<file path="src/hw/rtl/pbsc_pkg.sv">
// ----------------------------------------------------------------------------
// pbsc_pkg
// Shared types and constants of the paged buffer with shadow commit.
// ----------------------------------------------------------------------------
`default_nettype none

package pbsc_pkg;

   localparam int ADDR_W     = 16;
   localparam int PAGE_SIZE  = 64;
   localparam int PAGE_BITS  = $clog2(PAGE_SIZE);
   localparam int RAM_SLOTS  = 8;
   localparam int SLOT_BITS  = (RAM_SLOTS > 1) ? $clog2(RAM_SLOTS) : 1;
   localparam int PAGES      = 256;
   localparam int IDX_BITS   = $clog2(PAGES);
   localparam int CNT_BITS   = IDX_BITS + 1;

   // operation codes
   localparam logic [1:0] OP_READ   = 2'd0;
   localparam logic [1:0] OP_WRITE  = 2'd1;
   localparam logic [1:0] OP_COMMIT = 2'd2;
   localparam logic [1:0] OP_NONE   = 2'd3;

   // result kinds
   localparam logic [1:0] KIND_COPY   = 2'd0;
   localparam logic [1:0] KIND_XLATE  = 2'd1;
   localparam logic [1:0] KIND_COMMIT = 2'd2;

   // register indexes
   localparam logic [1:0] REG_PERSIST_BASE = 2'd0;
   localparam logic [1:0] REG_BANK_OFFSET  = 2'd1;
   localparam logic [1:0] REG_RAM_BASE     = 2'd2;

   typedef enum logic [3:0] {
      ST_CLEAR,
      ST_IDLE,
      ST_LOOK,
      ST_NEW_RD,
      ST_VIC_RD,
      ST_WB,
      ST_FETCH,
      ST_XLATE,
      ST_CMT_RD,
      ST_CMT_PG,
      ST_CMT_WR,
      ST_CMT_DONE
   } pbsc_state_type;

   // lookup status from the slot table
   typedef struct packed {
      logic [RAM_SLOTS-1:0] hit_vec;
      logic                 hit;
      logic [SLOT_BITS-1:0] hit_slot;
      logic [SLOT_BITS-1:0] victim;
      logic [ADDR_W-1:0]    victim_tag;
      logic                 victim_dirty;
   } pbsc_slot_stat_type;

   // update commands to the slot table
   typedef struct packed {
      logic                 mark_dirty;
      logic [SLOT_BITS-1:0] mark_slot;
      logic                 fill;
      logic                 fill_dirty;
   } pbsc_slot_upd_type;

endpackage

`default_nettype wire

</file>
<file path="src/hw/rtl/pbsc_ram.sv">
// ----------------------------------------------------------------------------
// pbsc_ram
// Generic synchronous RAM, one write and one read port, registered read.
// ----------------------------------------------------------------------------
`default_nettype none

module pbsc_ram #(
   parameter int WIDTH = 8,
   parameter int DEPTH = 256,
   parameter int ABITS = $clog2(DEPTH)
) (
   input  wire logic             clock,
   input  wire logic             we,
   input  wire logic [ABITS-1:0] waddr,
   input  wire logic [WIDTH-1:0] wdata,
   input  wire logic             re,
   input  wire logic [ABITS-1:0] raddr,
   output logic      [WIDTH-1:0] rdata
);

   logic [WIDTH-1:0] mem_ff [DEPTH];

   // write port
   always_ff @(posedge clock) begin
      if (we) begin
         mem_ff[waddr] <= wdata;
      end
   end

   // registered read port
   always_ff @(posedge clock) begin
      if (re) begin
         rdata <= mem_ff[raddr];
      end
   end

endmodule

`default_nettype wire

</file>
<file path="src/hw/rtl/pbsc_slot_table.sv">
// ----------------------------------------------------------------------------
// pbsc_slot_table
// Page tags, valid and dirty bits of the RAM slots, with round-robin victim.
// ----------------------------------------------------------------------------
`default_nettype none

module pbsc_slot_table (
   input  wire logic                             clock,
   input  wire logic                             reset,
   input  wire logic [pbsc_pkg::ADDR_W-1:0]      lookup_tag,
   input  wire pbsc_pkg::pbsc_slot_upd_type      upd,
   output pbsc_pkg::pbsc_slot_stat_type          stat
);

   logic [pbsc_pkg::ADDR_W-1:0]    tag_ff   [pbsc_pkg::RAM_SLOTS];
   logic [pbsc_pkg::RAM_SLOTS-1:0] valid_ff;
   logic [pbsc_pkg::RAM_SLOTS-1:0] dirty_ff;
   logic [pbsc_pkg::SLOT_BITS-1:0] ptr_ff;
   logic [pbsc_pkg::SLOT_BITS-1:0] ptr_in;

   // compare all slots in parallel
   always_comb begin
      stat.hit_vec  = '0;
      stat.hit      = 1'b0;
      stat.hit_slot = '0;
      for (int k = 0; k < pbsc_pkg::RAM_SLOTS; k++) begin
         stat.hit_vec[k] = valid_ff[k] && (tag_ff[k] == lookup_tag);
         if (stat.hit_vec[k]) begin
            stat.hit      = 1'b1;
            stat.hit_slot = pbsc_pkg::SLOT_BITS'(k);
         end
      end
      stat.victim       = ptr_ff;
      stat.victim_tag   = tag_ff[ptr_ff];
      stat.victim_dirty = valid_ff[ptr_ff] && dirty_ff[ptr_ff];
   end

   // advance the pointer with wrap
   always_comb begin
      if (ptr_ff == pbsc_pkg::SLOT_BITS'(pbsc_pkg::RAM_SLOTS - 1)) begin
         ptr_in = '0;
      end else begin
         ptr_in = ptr_ff + 1'b1;
      end
   end

   // control state
   always_ff @(posedge clock) begin
      if (reset) begin
         valid_ff <= '0;
         dirty_ff <= '0;
         ptr_ff   <= '0;
      end else begin
         if (upd.mark_dirty) begin
            dirty_ff[upd.mark_slot] <= 1'b1;
         end
         if (upd.fill) begin
            valid_ff[ptr_ff] <= 1'b1;
            dirty_ff[ptr_ff] <= upd.fill_dirty;
            ptr_ff           <= ptr_in;
         end
      end
   end

   // tags
   always_ff @(posedge clock) begin
      if (upd.fill) begin
         tag_ff[ptr_ff] <= lookup_tag;
      end
   end

endmodule

`default_nettype wire

</file>
<file path="src/hw/rtl/paged_buffer_with_shadow_commit.sv">
// ----------------------------------------------------------------------------
// paged_buffer_with_shadow_commit
// Page buffer translation with dirty write-back to spare banks and commit.
// ----------------------------------------------------------------------------
// Hit: the translation result is registered from the lookup state; the block then
// returns to idle. Miss: 2 or 3 results (a write-back copy for a dirty victim, the
// fetch copy, the translation), one per cycle while the output is not stalled.
// Commit: per listed page a list RAM read, a page RAM read and a write, then a result.
// One item at a time; the page RAM read port sets the miss and commit time.
// Reset: synchronous; a pass clears all page RAM entries before input is taken.
`default_nettype none

module paged_buffer_with_shadow_commit (
   input  wire logic        clock,
   input  wire logic        reset,
   input  wire logic        req_tvalid,
   output logic             req_tready,
   input  wire logic [23:0] req_tdata,   // operation[1:0], address[17:2], zero
   output logic             rsp_tvalid,
   input  wire logic        rsp_tready,
   output logic [55:0]      rsp_tdata,   // copy_source[15:0], copy_dest[31:16],
                                         // local_address[47:32], was_hit[48], zero
   output logic [1:0]       rsp_tuser,   // result_kind[1:0]
   output logic             rsp_tlast,   // last
   input  wire logic        csr_wr_en,
   input  wire logic [1:0]  csr_index,
   input  wire logic [15:0] csr_wdata
);

   localparam int AW = pbsc_pkg::ADDR_W;
   localparam int PB = pbsc_pkg::PAGE_BITS;
   localparam int IB = pbsc_pkg::IDX_BITS;
   localparam int CB = pbsc_pkg::CNT_BITS;
   localparam int SB = pbsc_pkg::SLOT_BITS;

   pbsc_pkg::pbsc_state_type state_ff, state_in;

   logic [AW-1:0] persist_base_ff, bank_offset_ff, ram_base_ff;
   logic [1:0]    op_ff, op_in;
   logic [AW-1:0] tag_ff, tag_in;
   logic [PB-1:0] offs_ff, offs_in;
   logic          new_listed_ff, new_listed_in;
   logic          new_bank_ff, new_bank_in;
   logic          vic_listed_ff, vic_listed_in;
   logic [AW-1:0] vic_dst_ff, vic_dst_in;
   logic [IB-1:0] pg_ff, pg_in;
   logic [CB-1:0] count_ff, count_in;
   logic [CB-1:0] walk_ff, walk_in;
   logic [IB-1:0] clr_ff, clr_in;

   logic          rsp_valid_ff, rsp_valid_in;
   logic [1:0]    kind_ff, kind_in;
   logic [AW-1:0] src_ff, src_in, dst_ff, dst_in, local_ff, local_in;
   logic          hit_ff, hit_in, last_ff, last_in;
   logic          emit, can_emit;

   logic          page_we, page_re;
   logic [IB-1:0] page_waddr, page_raddr;
   logic [1:0]    page_wdata, page_rdata;   // [1] listed, [0] bank select
   logic          list_we, list_re;
   logic [IB-1:0] list_waddr, list_raddr;
   logic [IB-1:0] list_wdata, list_rdata;

   pbsc_pkg::pbsc_slot_stat_type stat;
   pbsc_pkg::pbsc_slot_upd_type  upd;

   logic [AW-1:0] new_off, vic_off, vic_slot_addr, hit_slot_addr;
   logic [IB-1:0] new_idx, vic_idx;
   logic          new_aligned;

   // ---------------------------------------------------------------------------
   // submodules
   pbsc_slot_table u_slots (
      .clock      (clock),
      .reset      (reset),
      .lookup_tag (tag_ff),
      .upd        (upd),
      .stat       (stat)
   );

   pbsc_ram #(.WIDTH(2), .DEPTH(pbsc_pkg::PAGES)) u_page_ram (
      .clock (clock),
      .we    (page_we),
      .waddr (page_waddr),
      .wdata (page_wdata),
      .re    (page_re),
      .raddr (page_raddr),
      .rdata (page_rdata)
   );

   pbsc_ram #(.WIDTH(IB), .DEPTH(pbsc_pkg::PAGES)) u_list_ram (
      .clock (clock),
      .we    (list_we),
      .waddr (list_waddr),
      .wdata (list_wdata),
      .re    (list_re),
      .raddr (list_raddr),
      .rdata (list_rdata)
   );

   // ---------------------------------------------------------------------------
   // page index and slot address arithmetic
   assign new_off     = tag_ff - persist_base_ff;
   assign new_idx     = new_off[PB +: IB];
   assign new_aligned = (new_off[PB-1:0] == '0) && ((new_off >> (PB + IB)) == '0);
   assign vic_off     = stat.victim_tag - persist_base_ff;
   assign vic_idx     = vic_off[PB +: IB];
   assign vic_slot_addr = ram_base_ff + (AW'(stat.victim) << PB);
   assign hit_slot_addr = ram_base_ff + (AW'(stat.hit_slot) << PB);

   assign can_emit   = !rsp_valid_ff || rsp_tready;
   assign req_tready = (state_ff == pbsc_pkg::ST_IDLE);

   // ---------------------------------------------------------------------------
   // next state and outputs
   always_comb begin
      state_in      = state_ff;
      op_in         = op_ff;
      tag_in        = tag_ff;
      offs_in       = offs_ff;
      new_listed_in = new_listed_ff;
      new_bank_in   = new_bank_ff;
      vic_listed_in = vic_listed_ff;
      vic_dst_in    = vic_dst_ff;
      pg_in         = pg_ff;
      count_in      = count_ff;
      walk_in       = walk_ff;
      clr_in        = clr_ff;
      emit          = 1'b0;
      kind_in       = pbsc_pkg::KIND_COPY;
      src_in        = '0;
      dst_in        = '0;
      local_in      = '0;
      hit_in        = 1'b0;
      last_in       = 1'b0;
      page_we       = 1'b0;
      page_waddr    = '0;
      page_wdata    = '0;
      page_re       = 1'b0;
      page_raddr    = new_idx;
      list_we       = 1'b0;
      list_waddr    = count_ff[IB-1:0];
      list_wdata    = vic_idx;
      list_re       = 1'b0;
      list_raddr    = walk_ff[IB-1:0];
      upd           = '0;

      unique case (state_ff)
         pbsc_pkg::ST_CLEAR: begin
            page_we    = 1'b1;
            page_waddr = clr_ff;
            clr_in     = clr_ff + 1'b1;
            if (clr_ff == '1) begin
               state_in = pbsc_pkg::ST_IDLE;
            end
         end
         pbsc_pkg::ST_IDLE: begin
            if (req_tvalid) begin
               op_in   = req_tdata[1:0];
               tag_in  = {req_tdata[17:2+PB], PB'(0)};
               offs_in = req_tdata[2 +: PB];
               walk_in = '0;
               unique case (req_tdata[1:0])
                  pbsc_pkg::OP_COMMIT: begin
                     state_in = (count_ff == '0) ? pbsc_pkg::ST_CMT_DONE
                                                 : pbsc_pkg::ST_CMT_RD;
                  end
                  pbsc_pkg::OP_NONE: state_in = pbsc_pkg::ST_IDLE;
                  default:           state_in = pbsc_pkg::ST_LOOK;
               endcase
            end
         end
         pbsc_pkg::ST_LOOK: begin
            if (stat.hit) begin
               if (can_emit) begin
                  emit     = 1'b1;
                  kind_in  = pbsc_pkg::KIND_XLATE;
                  local_in = hit_slot_addr + AW'(offs_ff);
                  hit_in   = 1'b1;
                  last_in  = 1'b1;
                  upd.mark_dirty = (op_ff == pbsc_pkg::OP_WRITE);
                  upd.mark_slot  = stat.hit_slot;
                  state_in = pbsc_pkg::ST_IDLE;
               end
            end else begin
               page_re  = 1'b1;
               state_in = pbsc_pkg::ST_NEW_RD;
            end
         end
         pbsc_pkg::ST_NEW_RD: begin
            new_listed_in = page_rdata[1] && new_aligned;
            new_bank_in   = page_rdata[0];
            if (stat.victim_dirty) begin
               page_re    = 1'b1;
               page_raddr = vic_idx;
               state_in   = pbsc_pkg::ST_VIC_RD;
            end else begin
               state_in = pbsc_pkg::ST_FETCH;
            end
         end
         pbsc_pkg::ST_VIC_RD: begin
            vic_listed_in = page_rdata[1];
            vic_dst_in    = page_rdata[0] ? stat.victim_tag
                                          : stat.victim_tag + bank_offset_ff;
            state_in      = pbsc_pkg::ST_WB;
         end
         pbsc_pkg::ST_WB: begin
            if (can_emit) begin
               emit   = 1'b1;
               src_in = vic_slot_addr;
               dst_in = vic_dst_ff;
               // record the page in the shadow list once, keep its bank bit
               if (!vic_listed_ff) begin
                  page_we    = 1'b1;
                  page_waddr = vic_idx;
                  page_wdata = {1'b1, page_rdata[0]};
                  list_we    = 1'b1;
                  count_in   = count_ff + 1'b1;
               end
               state_in = pbsc_pkg::ST_FETCH;
            end
         end
         pbsc_pkg::ST_FETCH: begin
            if (can_emit) begin
               emit = 1'b1;
               if (new_listed_ff == new_bank_ff) begin
                  src_in = tag_ff;
               end else begin
                  src_in = tag_ff + bank_offset_ff;
               end
               dst_in   = vic_slot_addr;
               state_in = pbsc_pkg::ST_XLATE;
            end
         end
         pbsc_pkg::ST_XLATE: begin
            if (can_emit) begin
               emit           = 1'b1;
               kind_in        = pbsc_pkg::KIND_XLATE;
               local_in       = vic_slot_addr + AW'(offs_ff);
               last_in        = 1'b1;
               upd.fill       = 1'b1;
               upd.fill_dirty = (op_ff == pbsc_pkg::OP_WRITE);
               state_in       = pbsc_pkg::ST_IDLE;
            end
         end
         pbsc_pkg::ST_CMT_RD: begin
            list_re  = 1'b1;
            state_in = pbsc_pkg::ST_CMT_PG;
         end
         pbsc_pkg::ST_CMT_PG: begin
            pg_in      = list_rdata;
            page_re    = 1'b1;
            page_raddr = list_rdata;
            state_in   = pbsc_pkg::ST_CMT_WR;
         end
         pbsc_pkg::ST_CMT_WR: begin
            // flip the bank and drop the listed mark
            page_we    = 1'b1;
            page_waddr = pg_ff;
            page_wdata = {1'b0, ~page_rdata[0]};
            walk_in    = walk_ff + 1'b1;
            state_in   = (walk_in == count_ff) ? pbsc_pkg::ST_CMT_DONE
                                               : pbsc_pkg::ST_CMT_RD;
         end
         pbsc_pkg::ST_CMT_DONE: begin
            if (can_emit) begin
               emit     = 1'b1;
               kind_in  = pbsc_pkg::KIND_COMMIT;
               last_in  = 1'b1;
               count_in = '0;
               state_in = pbsc_pkg::ST_IDLE;
            end
         end
         default: state_in = pbsc_pkg::ST_IDLE;
      endcase
   end

   assign rsp_valid_in = emit || (rsp_valid_ff && !rsp_tready);

   // ---------------------------------------------------------------------------
   // control registers
   always_ff @(posedge clock) begin
      if (reset) begin
         state_ff        <= pbsc_pkg::ST_CLEAR;
         clr_ff          <= '0;
         count_ff        <= '0;
         walk_ff         <= '0;
         rsp_valid_ff    <= 1'b0;
         persist_base_ff <= '0;
         bank_offset_ff  <= '0;
         ram_base_ff     <= '0;
      end else begin
         state_ff     <= state_in;
         clr_ff       <= clr_in;
         count_ff     <= count_in;
         walk_ff      <= walk_in;
         rsp_valid_ff <= rsp_valid_in;
         if (csr_wr_en) begin
            unique case (csr_index)
               pbsc_pkg::REG_PERSIST_BASE: persist_base_ff <= csr_wdata;
               pbsc_pkg::REG_BANK_OFFSET:  bank_offset_ff  <= csr_wdata;
               pbsc_pkg::REG_RAM_BASE:     ram_base_ff     <= csr_wdata;
               default: ;
            endcase
         end
      end
   end

   // payload registers
   always_ff @(posedge clock) begin
      op_ff         <= op_in;
      tag_ff        <= tag_in;
      offs_ff       <= offs_in;
      new_listed_ff <= new_listed_in;
      new_bank_ff   <= new_bank_in;
      vic_listed_ff <= vic_listed_in;
      vic_dst_ff    <= vic_dst_in;
      pg_ff         <= pg_in;
      if (emit) begin
         kind_ff  <= kind_in;
         src_ff   <= src_in;
         dst_ff   <= dst_in;
         local_ff <= local_in;
         hit_ff   <= hit_in;
         last_ff  <= last_in;
      end
   end

   assign rsp_tvalid = rsp_valid_ff;
   assign rsp_tdata  = {7'd0, hit_ff, local_ff, dst_ff, src_ff};
   assign rsp_tuser  = kind_ff;
   assign rsp_tlast  = last_ff;

   // ---------------------------------------------------------------------------
   // assertions
   a_count_bound: assert property (@(posedge clock) disable iff (reset)
      count_ff <= CB'(pbsc_pkg::PAGES))
      else $error("shadow count beyond page count");

   a_commit_clears: assert property (@(posedge clock) disable iff (reset)
      (state_ff == pbsc_pkg::ST_CMT_DONE && can_emit) |=> (count_ff == '0))
      else $error("commit left shadow entries");

   a_unique_tag: assert property (@(posedge clock) disable iff (reset)
      $onehot0(stat.hit_vec))
      else $error("page held in two slots");

endmodule

`default_nettype wire

</file>
<file path="config.mk">
export PLATFORM = sky130hd
export DESIGN_NAME = paged_buffer_with_shadow_commit
export DESIGN_NICKNAME = d
export VERILOG_FILES = /design/src/hw/rtl/pbsc_pkg.sv /design/src/hw/rtl/pbsc_ram.sv /design/src/hw/rtl/pbsc_slot_table.sv /design/src/hw/rtl/paged_buffer_with_shadow_commit.sv
export SDC_FILE = /design/constraint.sdc
export NUM_CORES = 2
export LEC_CHECK = 0
export BUFFER_PORTS_ARGS = -buffer_cell sky130_fd_sc_hd__buf_2
export CELL_PAD_IN_SITES_DETAIL_PLACEMENT = 1
export CELL_PAD_IN_SITES_GLOBAL_PLACEMENT = 1
export CORE_MARGIN = 2
export CORE_UTILIZATION = 45
export DETAILED_ROUTE_END_ITERATION = 8
export PLACE_DENSITY = 0.64
export SYNTH_ARGS = -nofsm -noshare
export SYNTH_HDL_FRONTEND = slang
export SYNTH_SLANG_ARGS = --single-unit
export TNS_END_PERCENT = 1
</file>
<file path="constraint.sdc">
create_clock -name clock -period 26.4 [get_ports clock]
set_input_delay 5.28 -clock clock [delete_from_list [all_inputs] [get_ports clock]]
set_output_delay 5.28 -clock clock [all_outputs]
set_load 0.02 [all_outputs]
</file>
==> metrics.txt <==
CTS max path bufs=4; Placer Congestion=0.796; cells after synthesis=approximately 6200; cts bufs inserted=318; placed cell areas=120000 um2; vias in the first global route=about 62000; Root Driver=clkbuf_16; layout cell share with drive strength beyond 1=21.9%; Max-cap violations=0; Die H=around 500 um; Final Hold Vio Count=0; CTS resizes=0; Clock Skew=approximately 0.059 ns; Worst-Margin Slew=about 1.3 ns; PwrDens=74.8 nW/um2; Yosys cell types=77; first-pass GRT wire length=440 mm; post-route cell area=129000 um2; initial antenna violation count=16; DRC=0; router iterations before antenna repair=6; WL final=a little over 300 mm; core outline area=roughly 250000 um2; Starting DRT DRC Count=5374; Critical Path RT=~27 ns; Total Power=between 0.009 and 0.01 W; Critical Path Start=rsp_tready; Mean Syn Cell Area=18.6 um2; Port Buffers=94; cts hold-fix bufs=0; largest net degree at the start of global routing=between 200 and 250; Ys Warns=0; Min-Delay Path Depth=2; Seq cells post-synth=around 2800; RSZ-0062 raised after global routing=false; Ports=108; clock tree sinks=2848; final net count=6452; CP most frequent cell=buf_4; WP buf/inv=6; Setup WS post-layout=17.11 ns; WS Path Type=in -> reg; Setup TNS=0 ns; asr flop ratio synth=0%; Initial Utilization=between 40% and 50%; post-DP HPWL=177 mm; Peak supply drop=0.0754 mV; Synth-to-Final Area Change=12.4%; critical path's slowest cell=buf_4; Worst Hold Class=reg -> reg; register area share after synthesis=approximately three quarters; CTS tree=done; number of core rows=185; crit path cell chain=buf_2, nand2b_1, nand2_1, nor3_2, nand2b_1, buf_4, inv_6, nand2_1, o21ai_4, buf_4, buf_4, buf_4; critical path's top delay family=buffers and inverters; Setup WS pre-CTS=16.19 ns; Yosys top cell by area=edfxtp_1; Total GRT Usage=23.3%; DR vias=59100; status=completed; crit path time final=9.29 ns; Static Leak=39.4 nW; via/cell ratio=5.94; Critical R2R Capture=u_page_ram.rdata[1]; die area=260000 um2; Hold Path Origin=persist_base_ff[11]; Die X=510 um; ys flop type=edfxtp_1; Largest stage delay, worst path=roughly 0.9 ns; fin. max-slew vios=0; Slew headroom=14.5%; Max Freq=0.108 GHz; Post CTS Setup Buffer Count=0; ANT nets after route=0; clock-pin slew on the worst setup and hold paths=0.06 ns; r2r setup slk=19.09 ns; grt ovf=0; CP Max Fanout=110; Period Utilization, post-route=35.2%; Startpoint Class=input port; Hold Path Sink=persist_base_ff[11]; Mapped Area=approximately 120000 um2; Fill cells=22900; final setup fails=0; H-tree depth=5; Yosys top cell area share=71.6%; Avg WL per Cell=around 30 um; insertion delay to the later sink of the worst-skew pair=0.93 ns; crit end category=register; worst path arrival time=9.85 ns; EDFF count, synth=about 2700; R2R depth=18; synth top area cells=edfxtp_1 72%, mux4_2 14%, nor2_1 2.2%
report_power, final:
part / internal [W] / switching [W] / leakage [nW]
Sequential: 0.00498 / 0.00000818 / 25.6
Combinational: 0.000110 / 0.000347 / 8.98
Clock: 0.00250 / 0.00174 / 4.81
Total: 0.00759 / 0.00210 / 39.4
cell type report:
cell class                      instances  area (um2)  area share [%]
Sequential cell                      2848       84500            65.3
Inverter                               42         178           0.137
Tap cell                             3366        4210            3.25
Clock inverter                        155        1340            1.03
Multi-Input combinational cell       2929       29300            22.6
Antenna cell                            4        10.0         0.00773
Clock buffer                          400        8490            6.56
Timing Repair Buffer                  208        1420            1.09
metal layers:
metal	track usage [%]	share of wire [%]	vias to the layer above
li1	-	-	25100
met1	32.4	42	31700
met2	38.6	49	1875
met3	3.30	5.5	469
met4	6.42	2.8	10
met5	0	0.025	-
metrics by stage:
step,util (%),hold WS [ns],instances
floorplan,-,0.417,6197
global placement,47.0,0.435,9393
detailed placement,47.0,0.448,9393
CTS,50.9,0.459,9948
global route,50.9,0.477,9951
finish,50.9,0.459,9952
tightest hold or removal path: stages, from the launching register on:
cell and delay (ns):
dfxtp_1 0.30, nand2_1 0.05, a21oi_1 0.05
how the worst max path moves through the flow:
stage | end | depth (start not counted)
floorplan | u_page_ram.mem_ff[0][0] | 10
global placement | u_page_ram.mem_ff[206][0] | 12
detailed placement | u_page_ram.mem_ff[202][0] | 12
CTS | u_page_ram.mem_ff[184][0] | 12
global route | u_page_ram.mem_ff[184][0] | 12
finish | u_page_ram.mem_ff[184][0] | 12
cells in the final DEF, fill, tap and decap left out, types with 40 or more instances in the layout:
cell type and instances:
clkbuf_16 326, clkbuf_1 69, a21oi_1 146, nor3_1 40, buf_4 108, nand2_1 402, buf_2 93, clkinv_1 70
edfxtp_1 2747, mux2i_1 160, nand3_1 41, dfxtp_1 95, o21ai_0 47, nor2_1 662, o22ai_1 41, mux4_2 717
clkinv_2 48, xnor2_1 125, ha_1 54
cells in the mapped netlist, drive strengths merged (29+ instances only):
cell       n
mux2      29
nand4     31
nand2    418
nand3     45
a21oi    147
ha        54
o21ai     51
nor3      48
xor2      42
a211oi    36
nor2     662
mux2i    160
xnor2    129
o22ai     41
mux4     717
dfxtp    101
buf      127
clkbuf   251
inv       42
edfxtp  2747
state kept, by name (all words and copies together), names as in the netlist, 9 cells and up, named ones only:
name	count
u_list_ram.mem_ff	2048
u_page_ram.mem_ff	512
u_slots.tag_ff	80
bank_offset_ff	16
dst_ff	16
local_ff	16
persist_base_ff	16
ram_base_ff	16
src_ff	16
vic_dst_ff	16
tag_ff	10
count_ff	9
walk_ff	9
cells by family after synthesis:
group,after synthesis,share of synthesized area (%)
AO/OA/AOI/OAI,455,2.62
adder cells (fa/ha/maj),58,0.656
XOR/XNOR,171,1.30
other,1,0.00325
buffers and inverters,420,1.54
AND/OR/NAND/NOR,1332,4.84
flip-flops,2848,73.4
multiplexers,906,15.7
Power figures use the tool's default switching activity.
